==> src/hw/rtl/tcce_pkg.sv <==
// Shared types and constants for the text console cursor engine.
package tcce_pkg;

    // Fixed field widths.
    localparam int CHAR_W   = 8;
    localparam int CELL_W   = 8;
    localparam int PITCH_W  = 16;
    localparam int DEPTH_W  = 6;
    localparam int COLOUR_W = 24;
    localparam int ADDR_W   = 28;
    localparam int CFG_IDX_W  = 3;
    localparam int CFG_DATA_W = 24;

    // Glyph cells are always eight pixels wide.
    localparam int GLYPH_WIDTH_SHIFT = 3;

    // Configuration register indexes.
    localparam logic [CFG_IDX_W-1:0] REG_COLUMNS      = 3'd0;
    localparam logic [CFG_IDX_W-1:0] REG_ROWS         = 3'd1;
    localparam logic [CFG_IDX_W-1:0] REG_LINE_PITCH   = 3'd2;
    localparam logic [CFG_IDX_W-1:0] REG_COLOUR_DEPTH = 3'd3;
    localparam logic [CFG_IDX_W-1:0] REG_FORE_COLOUR  = 3'd4;
    localparam logic [CFG_IDX_W-1:0] REG_BACK_COLOUR  = 3'd5;

    // Register reset values.
    localparam logic [CELL_W-1:0]   RESET_COLUMNS      = 8'd80;
    localparam logic [CELL_W-1:0]   RESET_ROWS         = 8'd25;
    localparam logic [PITCH_W-1:0]  RESET_LINE_PITCH   = 16'd2560;
    localparam logic [DEPTH_W-1:0]  RESET_COLOUR_DEPTH = 6'd32;
    localparam logic [COLOUR_W-1:0] RESET_FORE_COLOUR  = 24'hC0C0C0;
    localparam logic [COLOUR_W-1:0] RESET_BACK_COLOUR  = 24'h000000;

    // Control character codes.
    localparam logic [CHAR_W-1:0] CHAR_BACKSPACE = 8'd8;
    localparam logic [CHAR_W-1:0] CHAR_TAB       = 8'd9;
    localparam logic [CHAR_W-1:0] CHAR_NEWLINE   = 8'd10;
    localparam logic [CHAR_W-1:0] CHAR_RETURN    = 8'd13;
    localparam logic [CHAR_W-1:0] CHAR_SPACE     = 8'd32;

    // Colour depths with a direct pixel format.
    localparam logic [DEPTH_W-1:0] DEPTH_32 = 6'd32;
    localparam logic [DEPTH_W-1:0] DEPTH_24 = 6'd24;
    localparam logic [DEPTH_W-1:0] DEPTH_16 = 6'd16;
    localparam logic [DEPTH_W-1:0] DEPTH_15 = 6'd15;

    // Palette index base for low colour depths.
    localparam logic [4:0] PALETTE_BASE = 5'h10;

    // Record kinds.
    localparam logic KIND_DRAW   = 1'b0;
    localparam logic KIND_SCROLL = 1'b1;

    // Controller states.
    typedef enum logic [1:0] {
        ST_IDLE,
        ST_STEP,
        ST_SCROLL
    } state_t;

    // Class of the captured character.
    typedef enum logic [1:0] {
        CLS_DRAW,
        CLS_NEWLINE,
        CLS_RETURN,
        CLS_BACKSPACE
    } char_class_t;

    // Datapath operations.
    typedef enum logic [2:0] {
        OP_NONE,
        OP_RETURN,
        OP_BACKSPACE,
        OP_NEWLINE,
        OP_DRAW,
        OP_SCROLL
    } op_t;

    // Commands from the controller to the datapath.
    typedef struct packed {
        logic load_char;
        op_t  op;
    } cmd_t;

    // Status from the datapath to the controller.
    typedef struct packed {
        char_class_t char_class;
        logic        at_last_row;
        logic        draw_wraps;
        logic        draw_more;
        logic        slot_free;
    } status_t;

endpackage

==> src/hw/rtl/tcce_ctrl.sv <==
// Controller state machine that sequences the records of one character.
module tcce_ctrl (
    input  logic              clk,
    input  logic              rst_n,
    input  logic              char_valid,
    output logic              char_ready,
    input  tcce_pkg::status_t status,
    output tcce_pkg::cmd_t    cmd
);

    tcce_pkg::state_t state_reg;
    tcce_pkg::state_t state_next;

    // State register.
    always_ff @(posedge clk or negedge rst_n)
    begin
        if (!rst_n)
        begin
            state_reg <= tcce_pkg::ST_IDLE;
        end
        else
        begin
            state_reg <= state_next;
        end
    end

    // Next state and commands.
    always_comb
    begin
        state_next    = state_reg;
        char_ready    = 1'b0;
        cmd.load_char = 1'b0;
        cmd.op        = tcce_pkg::OP_NONE;
        case (state_reg)
            tcce_pkg::ST_IDLE:
            begin
                char_ready = 1'b1;
                if (char_valid)
                begin
                    cmd.load_char = 1'b1;
                    state_next    = tcce_pkg::ST_STEP;
                end
            end
            tcce_pkg::ST_STEP:
            begin
                case (status.char_class)
                    tcce_pkg::CLS_RETURN:
                    begin
                        cmd.op     = tcce_pkg::OP_RETURN;
                        state_next = tcce_pkg::ST_IDLE;
                    end
                    tcce_pkg::CLS_BACKSPACE:
                    begin
                        cmd.op     = tcce_pkg::OP_BACKSPACE;
                        state_next = tcce_pkg::ST_IDLE;
                    end
                    tcce_pkg::CLS_NEWLINE:
                    begin
                        if (!status.at_last_row)
                        begin
                            cmd.op     = tcce_pkg::OP_NEWLINE;
                            state_next = tcce_pkg::ST_IDLE;
                        end
                        else if (status.slot_free)
                        begin
                            cmd.op     = tcce_pkg::OP_SCROLL;
                            state_next = tcce_pkg::ST_IDLE;
                        end
                        else
                        begin
                            state_next = tcce_pkg::ST_SCROLL;
                        end
                    end
                    default:
                    begin
                        // A drawn cell may be followed by a scroll or more tab spaces.
                        if (status.slot_free)
                        begin
                            cmd.op = tcce_pkg::OP_DRAW;
                            if (status.draw_wraps && status.at_last_row)
                            begin
                                state_next = tcce_pkg::ST_SCROLL;
                            end
                            else if (status.draw_more)
                            begin
                                state_next = tcce_pkg::ST_STEP;
                            end
                            else
                            begin
                                state_next = tcce_pkg::ST_IDLE;
                            end
                        end
                    end
                endcase
            end
            tcce_pkg::ST_SCROLL:
            begin
                if (status.slot_free)
                begin
                    cmd.op     = tcce_pkg::OP_SCROLL;
                    state_next = tcce_pkg::ST_IDLE;
                end
            end
            default:
            begin
                state_next = tcce_pkg::ST_IDLE;
            end
        endcase
    end

endmodule

==> src/hw/rtl/tcce_datapath.sv <==
// Datapath: configuration, cursor, address and colour arithmetic, output register.
module tcce_datapath #(
    parameter int GLYPH_HEIGHT = 16
) (
    input  logic                                clk,
    input  logic                                rst_n,
    input  logic                                cfg_write_en,
    input  logic [tcce_pkg::CFG_IDX_W-1:0]      cfg_index,
    input  logic [tcce_pkg::CFG_DATA_W-1:0]     cfg_data,
    input  logic [tcce_pkg::CHAR_W-1:0]         char_code,
    input  tcce_pkg::cmd_t                      cmd,
    output tcce_pkg::status_t                   status,
    output logic                                rec_valid,
    input  logic                                rec_ready,
    output logic                                record_kind,
    output logic [tcce_pkg::CELL_W-1:0]         cell_column,
    output logic [tcce_pkg::CELL_W-1:0]         cell_row,
    output logic [tcce_pkg::CHAR_W-1:0]         glyph_code,
    output logic [tcce_pkg::ADDR_W-1:0]         cell_address,
    output logic [tcce_pkg::COLOUR_W-1:0]       fore_pixel,
    output logic [tcce_pkg::COLOUR_W-1:0]       back_pixel,
    output logic                                last_record
);

    // Bytes of one text row: line pitch times glyph height.
    localparam int SPAN_W = tcce_pkg::PITCH_W + $clog2(GLYPH_HEIGHT + 1);
    localparam int PROD_W = tcce_pkg::CELL_W + SPAN_W;

    // Convert a 0xRRGGBB colour to the configured depth.
    function automatic logic [tcce_pkg::COLOUR_W-1:0] to_depth(
        input logic [tcce_pkg::COLOUR_W-1:0] colour,
        input logic [tcce_pkg::DEPTH_W-1:0]  depth
    );
        logic [7:0]  r;
        logic [7:0]  g;
        logic [7:0]  b;
        logic [9:0]  sum;
        logic [19:0] scaled;
        logic [7:0]  mean;
        logic [4:0]  index;
        r = colour[23:16];
        g = colour[15:8];
        b = colour[7:0];
        // Divide by three as a multiply by 683/2048, exact for sums up to 765.
        sum    = 10'(r) + 10'(g) + 10'(b);
        scaled = 20'(sum) * 20'd683;
        mean   = scaled[18:11];
        index  = tcce_pkg::PALETTE_BASE + 5'(mean[7:4]);
        if (depth > tcce_pkg::DEPTH_16)
        begin
            to_depth = colour;
        end
        else if (depth == tcce_pkg::DEPTH_16)
        begin
            to_depth = 24'({r[7:3], g[7:2], b[7:3]});
        end
        else if (depth == tcce_pkg::DEPTH_15)
        begin
            to_depth = 24'({r[7:3], g[7:3], b[7:3]});
        end
        else
        begin
            to_depth = 24'(index);
        end
    endfunction

    // Configuration registers; the line pitch is kept as the bytes of one text row.
    logic [tcce_pkg::CELL_W-1:0]   columns_reg;
    logic [tcce_pkg::CELL_W-1:0]   rows_reg;
    logic [tcce_pkg::DEPTH_W-1:0]  colour_depth_reg;
    logic [tcce_pkg::COLOUR_W-1:0] fore_colour_reg;
    logic [tcce_pkg::COLOUR_W-1:0] back_colour_reg;
    logic [SPAN_W-1:0]             span_reg;

    // Cursor and captured character.
    logic [tcce_pkg::CELL_W-1:0]   col_reg;
    logic [tcce_pkg::CELL_W-1:0]   col_next;
    logic [tcce_pkg::CELL_W-1:0]   row_reg;
    logic [tcce_pkg::CELL_W-1:0]   row_next;
    logic [tcce_pkg::CHAR_W-1:0]   char_reg;

    // Output register.
    logic                          rec_valid_reg;
    logic                          rec_valid_next;
    logic                          kind_reg;
    logic [tcce_pkg::CELL_W-1:0]   out_col_reg;
    logic [tcce_pkg::CELL_W-1:0]   out_row_reg;
    logic [tcce_pkg::CHAR_W-1:0]   glyph_reg;
    logic [tcce_pkg::ADDR_W-1:0]   addr_reg;
    logic [tcce_pkg::COLOUR_W-1:0] fore_reg;
    logic [tcce_pkg::COLOUR_W-1:0] back_reg;
    logic                          last_reg;

    // Combinational values.
    logic [tcce_pkg::CELL_W-1:0]   eff_cols;
    logic [tcce_pkg::CELL_W-1:0]   last_row;
    logic [tcce_pkg::CELL_W:0]     col_plus;
    logic                          wraps;
    logic                          at_last_row;
    logic                          more;
    logic                          is_tab;
    logic                          emit_draw;
    logic                          emit_scroll;
    logic [2:0]                    bpp;
    logic [tcce_pkg::CELL_W-1:0]   addr_row;
    logic [tcce_pkg::CELL_W-1:0]   addr_col;
    logic [PROD_W-1:0]             row_offset;
    logic [tcce_pkg::CELL_W+2:0]   col_bytes;
    logic [tcce_pkg::ADDR_W-1:0]   addr_value;

    // Configuration writes; indexes beyond the list are ignored.
    always_ff @(posedge clk or negedge rst_n)
    begin
        if (!rst_n)
        begin
            columns_reg      <= tcce_pkg::RESET_COLUMNS;
            rows_reg         <= tcce_pkg::RESET_ROWS;
            span_reg         <= SPAN_W'(tcce_pkg::RESET_LINE_PITCH) * SPAN_W'(GLYPH_HEIGHT);
            colour_depth_reg <= tcce_pkg::RESET_COLOUR_DEPTH;
            fore_colour_reg  <= tcce_pkg::RESET_FORE_COLOUR;
            back_colour_reg  <= tcce_pkg::RESET_BACK_COLOUR;
        end
        else if (cfg_write_en)
        begin
            case (cfg_index)
                tcce_pkg::REG_COLUMNS:      columns_reg      <= cfg_data[tcce_pkg::CELL_W-1:0];
                tcce_pkg::REG_ROWS:         rows_reg         <= cfg_data[tcce_pkg::CELL_W-1:0];
                tcce_pkg::REG_LINE_PITCH:
                begin
                    span_reg <= SPAN_W'(cfg_data[tcce_pkg::PITCH_W-1:0]) * SPAN_W'(GLYPH_HEIGHT);
                end
                tcce_pkg::REG_COLOUR_DEPTH: colour_depth_reg <= cfg_data[tcce_pkg::DEPTH_W-1:0];
                tcce_pkg::REG_FORE_COLOUR:  fore_colour_reg  <= cfg_data;
                tcce_pkg::REG_BACK_COLOUR:  back_colour_reg  <= cfg_data;
                default:
                begin
                end
            endcase
        end
    end

    // Geometry, with zero treated as one.
    assign eff_cols    = (columns_reg == '0) ? 8'd1 : columns_reg;
    assign last_row    = (rows_reg == '0) ? '0 : rows_reg - 8'd1;
    assign at_last_row = (row_reg >= last_row);
    assign col_plus    = {1'b0, col_reg} + 9'd1;
    assign wraps       = (col_plus >= {1'b0, eff_cols});
    assign is_tab      = (char_reg == tcce_pkg::CHAR_TAB);
    assign more        = is_tab && !wraps && (col_plus[2:0] != 3'd0);
    assign emit_draw   = (cmd.op == tcce_pkg::OP_DRAW);
    assign emit_scroll = (cmd.op == tcce_pkg::OP_SCROLL);

    // Status to the controller.
    always_comb
    begin
        case (char_reg)
            tcce_pkg::CHAR_NEWLINE:   status.char_class = tcce_pkg::CLS_NEWLINE;
            tcce_pkg::CHAR_RETURN:    status.char_class = tcce_pkg::CLS_RETURN;
            tcce_pkg::CHAR_BACKSPACE: status.char_class = tcce_pkg::CLS_BACKSPACE;
            default:                  status.char_class = tcce_pkg::CLS_DRAW;
        endcase
        status.at_last_row = at_last_row;
        status.draw_wraps  = wraps;
        status.draw_more   = more;
        status.slot_free   = !rec_valid_reg || rec_ready;
    end

    // Bytes per pixel.
    always_comb
    begin
        case (colour_depth_reg)
            tcce_pkg::DEPTH_32: bpp = 3'd4;
            tcce_pkg::DEPTH_24: bpp = 3'd3;
            tcce_pkg::DEPTH_16: bpp = 3'd2;
            tcce_pkg::DEPTH_15: bpp = 3'd2;
            default:            bpp = 3'd1;
        endcase
    end

    // Cell address: row times row span plus column times cell width in bytes.
    assign addr_row   = emit_scroll ? last_row : row_reg;
    assign addr_col   = emit_scroll ? '0 : col_reg;
    assign row_offset = PROD_W'(addr_row) * PROD_W'(span_reg);
    assign col_bytes  = 11'(addr_col) * 11'(bpp);
    assign addr_value = tcce_pkg::ADDR_W'(row_offset)
                      + (tcce_pkg::ADDR_W'(col_bytes) << tcce_pkg::GLYPH_WIDTH_SHIFT);

    // Cursor update for each operation.
    always_comb
    begin
        col_next = col_reg;
        row_next = row_reg;
        case (cmd.op)
            tcce_pkg::OP_RETURN:
            begin
                col_next = '0;
            end
            tcce_pkg::OP_BACKSPACE:
            begin
                if (col_reg != '0)
                begin
                    col_next = col_reg - 8'd1;
                end
                else
                begin
                    col_next = eff_cols - 8'd1;
                    if (row_reg != '0)
                    begin
                        row_next = row_reg - 8'd1;
                    end
                end
            end
            tcce_pkg::OP_NEWLINE:
            begin
                col_next = '0;
                row_next = row_reg + 8'd1;
            end
            tcce_pkg::OP_DRAW:
            begin
                if (wraps)
                begin
                    col_next = '0;
                    if (!at_last_row)
                    begin
                        row_next = row_reg + 8'd1;
                    end
                end
                else
                begin
                    col_next = col_plus[tcce_pkg::CELL_W-1:0];
                end
            end
            tcce_pkg::OP_SCROLL:
            begin
                col_next = '0;
                row_next = last_row;
            end
            default:
            begin
            end
        endcase
    end

    // Output valid: set by an emitted record, cleared when the record is taken.
    always_comb
    begin
        if (emit_draw || emit_scroll)
        begin
            rec_valid_next = 1'b1;
        end
        else if (rec_ready)
        begin
            rec_valid_next = 1'b0;
        end
        else
        begin
            rec_valid_next = rec_valid_reg;
        end
    end

    // Cursor and output valid state.
    always_ff @(posedge clk or negedge rst_n)
    begin
        if (!rst_n)
        begin
            col_reg       <= '0;
            row_reg       <= '0;
            rec_valid_reg <= 1'b0;
        end
        else
        begin
            col_reg       <= col_next;
            row_reg       <= row_next;
            rec_valid_reg <= rec_valid_next;
        end
    end

    // Captured character.
    always_ff @(posedge clk)
    begin
        if (cmd.load_char)
        begin
            char_reg <= char_code;
        end
    end

    // Record payload.
    always_ff @(posedge clk)
    begin
        if (emit_draw)
        begin
            kind_reg    <= tcce_pkg::KIND_DRAW;
            out_col_reg <= col_reg;
            out_row_reg <= row_reg;
            glyph_reg   <= is_tab ? tcce_pkg::CHAR_SPACE : char_reg;
            addr_reg    <= addr_value;
            fore_reg    <= to_depth(fore_colour_reg, colour_depth_reg);
            back_reg    <= to_depth(back_colour_reg, colour_depth_reg);
            last_reg    <= !(wraps && at_last_row) && !more;
        end
        else if (emit_scroll)
        begin
            kind_reg    <= tcce_pkg::KIND_SCROLL;
            out_col_reg <= '0;
            out_row_reg <= last_row;
            glyph_reg   <= '0;
            addr_reg    <= addr_value;
            fore_reg    <= '0;
            back_reg    <= '0;
            last_reg    <= 1'b1;
        end
    end

    assign rec_valid    = rec_valid_reg;
    assign record_kind  = kind_reg;
    assign cell_column  = out_col_reg;
    assign cell_row     = out_row_reg;
    assign glyph_code   = glyph_reg;
    assign cell_address = addr_reg;
    assign fore_pixel   = fore_reg;
    assign back_pixel   = back_reg;
    assign last_record  = last_reg;

endmodule

==> src/hw/rtl/text_console_cursor_engine.sv <==
// Top level of the text console cursor engine: controller and datapath.
//
// One character is taken per transaction on the char channel and turned into draw and
// scroll records on the rec channel. A printable character is accepted in the idle
// state and its draw record is computed and registered in the step state; carriage
// return, backspace and newline are likewise handled in the step state. A tab draws
// one space per step up to the next tab stop or the row end, and a scroll after a wrap
// at the bottom row is emitted from the scroll state. Each record waits for the single
// output register, which holds it until taken; a stalled rec_ready holds the engine
// until it frees. The cell address takes the row times the row span (line_pitch times
// GLYPH_HEIGHT, from the configuration) plus the column's byte offset. Register
// writes take effect at once and are meant to be made while the engine is idle.
module text_console_cursor_engine #(
    parameter int GLYPH_HEIGHT = 16
) (
    input  logic                             clk,
    input  logic                             rst_n,
    input  logic                             cfg_write_en,
    input  logic [tcce_pkg::CFG_IDX_W-1:0]   cfg_index,
    input  logic [tcce_pkg::CFG_DATA_W-1:0]  cfg_data,
    input  logic                             char_valid,
    output logic                             char_ready,
    input  logic [tcce_pkg::CHAR_W-1:0]      char_code,
    output logic                             rec_valid,
    input  logic                             rec_ready,
    output logic                             record_kind,
    output logic [tcce_pkg::CELL_W-1:0]      cell_column,
    output logic [tcce_pkg::CELL_W-1:0]      cell_row,
    output logic [tcce_pkg::CHAR_W-1:0]      glyph_code,
    output logic [tcce_pkg::ADDR_W-1:0]      cell_address,
    output logic [tcce_pkg::COLOUR_W-1:0]    fore_pixel,
    output logic [tcce_pkg::COLOUR_W-1:0]    back_pixel,
    output logic                             last_record
);

    tcce_pkg::cmd_t    cmd;
    tcce_pkg::status_t status;

    // Sequencing of records for one character.
    tcce_ctrl u_ctrl (
        .clk        (clk),
        .rst_n      (rst_n),
        .char_valid (char_valid),
        .char_ready (char_ready),
        .status     (status),
        .cmd        (cmd)
    );

    // Cursor, arithmetic and output register.
    tcce_datapath #(
        .GLYPH_HEIGHT (GLYPH_HEIGHT)
    ) u_datapath (
        .clk          (clk),
        .rst_n        (rst_n),
        .cfg_write_en (cfg_write_en),
        .cfg_index    (cfg_index),
        .cfg_data     (cfg_data),
        .char_code    (char_code),
        .cmd          (cmd),
        .status       (status),
        .rec_valid    (rec_valid),
        .rec_ready    (rec_ready),
        .record_kind  (record_kind),
        .cell_column  (cell_column),
        .cell_row     (cell_row),
        .glyph_code   (glyph_code),
        .cell_address (cell_address),
        .fore_pixel   (fore_pixel),
        .back_pixel   (back_pixel),
        .last_record  (last_record)
    );

    // A scroll record always ends its character and carries no colour.
    assert property (@(posedge clk) disable iff (!rst_n)
        rec_valid && (record_kind == tcce_pkg::KIND_SCROLL)
        |-> last_record && (cell_column == '0) && (fore_pixel == '0)
            && (back_pixel == '0) && (glyph_code == '0))
        else $error("scroll record malformed");

    // While a record that is not the last one leaves, the character is still at work.
    assert property (@(posedge clk) disable iff (!rst_n)
        rec_valid && rec_ready && !last_record |-> !char_ready)
        else $error("new character accepted before its predecessor finished");

    // After a character is accepted, char_ready is low in the next cycle.
    assert property (@(posedge clk) disable iff (!rst_n)
        char_valid && char_ready |=> !char_ready)
        else $error("character accepted on consecutive cycles");

endmodule
==> config.mk <==
export PLATFORM = sky130hd
export DESIGN_NAME = text_console_cursor_engine
export DESIGN_NICKNAME = d
export VERILOG_FILES = /design/src/hw/rtl/tcce_pkg.sv /design/src/hw/rtl/tcce_ctrl.sv /design/src/hw/rtl/tcce_datapath.sv /design/src/hw/rtl/text_console_cursor_engine.sv
export SDC_FILE = /design/constraint.sdc
export NUM_CORES = 1
export LEC_CHECK = 0
export BUFFER_PORTS_ARGS = -buffer_cell sky130_fd_sc_hd__buf_2
export CAP_MARGIN = 20
export CELL_PAD_IN_SITES_DETAIL_PLACEMENT = 1
export CELL_PAD_IN_SITES_GLOBAL_PLACEMENT = 2
export CORE_MARGIN = 2
export CORE_UTILIZATION = 37
export CTS_CLUSTER_DIAMETER = 200
export DETAILED_ROUTE_END_ITERATION = 10
export PLACE_DENSITY = 0.83
export SYNTH_ARGS = -nofsm -noshare
export SYNTH_HDL_FRONTEND = slang
export SYNTH_SLANG_ARGS = --single-unit
==> constraint.sdc <==
create_clock -name clk -period 8.4 [get_ports clk]
set_input_delay 2.1 -clock clk [delete_from_list [all_inputs] [get_ports clk]]
set_output_delay 2.1 -clock clk [all_outputs]
set_load 0.05 [all_outputs]
==> flow_metrics.py <==
metrics = {
    "yosys": {
        "synth_top_area_share_pct": 16.2,
        "synthFlopType": "edfxtp_1",
        "ys_top_cells_by_area": "edfxtp_1 (16%), ha_1 (16%), fa_1 (14%)",
        "synth_cell_types": 81,
        "synth_area_um2": 19600,
        "yosysSeqAreaShare_pct": 29.8,
        "yosys.area.top_type": "edfxtp_1",
        "synth.most_common_cell": "ha_1",
        "synth_cells": 1909,
        "ys_top_cells_by_count": "ha_1 (243), inv_1 (223), fa_1 (139), nor2b_1 (109)",
        "ys_seq_elements": 212,
        "synth_edf_count": 106,
        "async_flop_share_pct": 49.5,
        "ys.warnings.count": 0,
        "avgSynthCellArea_um2": 10.3,
    },
    "setup_path": {
        "path_buf_inv": 6,
        "cp.required_ns": 8.80,
        "crit_fanout": 7,
        "critPathSlowestCell": "or4_4",
        "critical_path_class": "reg -> reg",
        "cpLargestDelayFamily": "adder cells",
        "end_kind": "flop",
        "critPathArrivalTime_ns": 8.56,
        "cp-start-kind": "flop",
        "max_stage_delay_ns": 0.59,
    },
    "timing": {
        "fin_tns_setup_ns": 0,
        "fin_skew_ns": 0.0330,
        "worst_pin_slew_ns": 0.921,
        "finalCritPeriodShare_pct": 97.2,
        "setup_viol": 0,
        "fmax_mhz": 122,
        "fin_crit_ns": 8.16,
        "slew_viol_final": 0,
        "fin_ws_ns": 0.237,
        "relSlewSlack_pct": 38.6,
        "final-hold-violation-count": 0,
    },
    "detailed_routing": {
        "drt_drc_violations_left": 0,
        "dr_wl_met2_um": 27300,
        "wl_per_cell_um": 19.4,
        "met3_length_um": 1800,
        "first_pass_iters": 5,
        "topRoutingLayerUsed": "met5",
        "finalWirelength_um": 55700,
        "drt-initial-drc-count": 682,
        "via_per_inst": 5.26,
        "vias": 15100,
        "wl_met1_um": 24900,
        "final_antenna_net_count": 0,
    },
    "hold_path": {
        "hold_path_class": "reg -> reg",
    },
    "place": {
        "hpwl_um": 43400,
        "placedCellCount": 2802,
        "port-buffer-count": 140,
        "globalplace.congestion": 0.873,
        "pre_cts_ws_ns": -0.284,
    },
    "floorplan": {
        "rows": 84,
        "ioPinCount": 144,
        "start_util_pct": 37.4,
        "die_y_um": 234,
        "core_area_um2": 52400,
        "die_w_um": 234,
        "die_area_um2": 54900,
    },
    "finish": {
        "post-route-util_pct": 44.8,
        "drive_gt1_share_pct": 24.0,
        "syn_to_final_growth_pct": 19.9,
        "num_antenna_cells": 0,
        "num-fill-cells": 5848,
        "final_cells": 2866,
        "largest_reg_flops": 25,
        "layout.nets": 2580,
    },
    "cts": {
        "cts_tree": "built",
        "cts_buffer_depth": 3,
        "htreeDepth": 1,
        "cts.sinks": 212,
        "clk_latency_ns": 0.57,
        "clk_pin_slew_worst_paths_ns": 0.07,
        "root_buffer": "clkbuf_16",
        "cts_made_buffers": 26,
        "hold_buffers": 0,
    },
    "grt": {
        "grt_pass1_vias": 16400,
        "grt_max_degree": 78,
        "grt-ovfl-total": 0,
        "antenna_found_initial": 1,
        "grt_first_pass_wirelength_um": 88600,
        "grtUsageTotal_pct": 20.4,
    },
    "job": {
        "maxCapViolations": 0,
    },
    "run_status": {
        "status": "finished, final reports clean",
    },
}
==> kinds of logic (layout without fill, tap and decap cells) <==
kind of cell / after synthesis / after routing / synth area share, %
compound gates: 332 / 332 / 11.5
flops: 212 / 212 / 29.8
fa+ha+maj: 382 / 382 / 29.7
mux: 80 / 80 / 4.57
xor+xnor: 105 / 105 / 4.69
other cells: 1 / 3 / 0.0191
buf+inv: 283 / 550 / 5.65
simple gates: 514 / 514 / 14.1
==> tightest hold or removal path, delay by kind of cell (launching register included) <==
kind             cells  cell delay (ns)
and+or+nand+nor      2             0.12
DFF                  1             0.34
==> layout make-up <==
| type | count | area (µm²) | share of cell area, % |
|---|---|---|---|
| multi-input combinational | 1416 | 13200 | 56.2 |
| sequential | 212 | 5850 | 24.9 |
| timing repair buffer | 279 | 1880 | 7.98 |
| tap | 688 | 861 | 3.66 |
| inverter | 223 | 840 | 3.57 |
| clock buffer | 29 | 662 | 2.81 |
| clock inverter | 19 | 204 | 0.867 |
==> per-layer routing <==
layer	up-vias	GRT usage, %
met5	-	0
met4	2	6.19
met3	80	1.70
met2	260	35.2
met1	7610	27.1
li1	7136	-
==> placed cells by master (no fill, tap or decap), drive strengths merged, types with 26 or more instances in the layout <==
master,n
nand2,92
xor2,39
xnor2,66
clkbuf,29
nor3,30
inv,226
nor2b,109
a21o,26
edfxtp,106
ha,243
nand2b,37
o21ai,65
dfrtp,91
nor2,106
mux2,77
buf,279
fa,139
and3,38
a21oi,95
==> through the flow <==
| stage | cell area (µm²) | hold slack, ns |
|---|---|---|
| after floorplan | 19600 | 0.483 |
| after global placement | 21900 | 0.474 |
| after detailed placement | 21900 | 0.500 |
| after CTS | 22900 | 0.516 |
| after global routing | 23500 | 0.537 |
| final | 23500 | 0.501 |
==> final timing paths <==
kind,cells past startpoint,endpoint,slack [ns],start
min in group asynchronous,1,u_datapath.rows_reg[6],1.50,rst_n
hold / removal,2,u_datapath.record_kind,0.50,u_datapath.record_kind
setup reg to reg,33,u_datapath.cell_address[26],0.24,u_datapath.rows_reg[4]
hold reg to reg,2,u_datapath.record_kind,0.50,u_datapath.record_kind
max in group asynchronous,3,u_datapath.fore_colour_reg[22],5.92,rst_n
setup / recovery,33,u_datapath.cell_address[26],0.24,u_datapath.rows_reg[4]
==> what timing repair did <==
action	4_1_cts	5_1_grt
buffers inserted	1	14
gates resized for setup	17	101
pin swaps	1	58
endpoints found under the setup margin	10	14
cloned	0	0
Power is left out: the tool's default activity adds up to more than one toggle a clock period on the data nets, which glitch-free logic cannot reach.
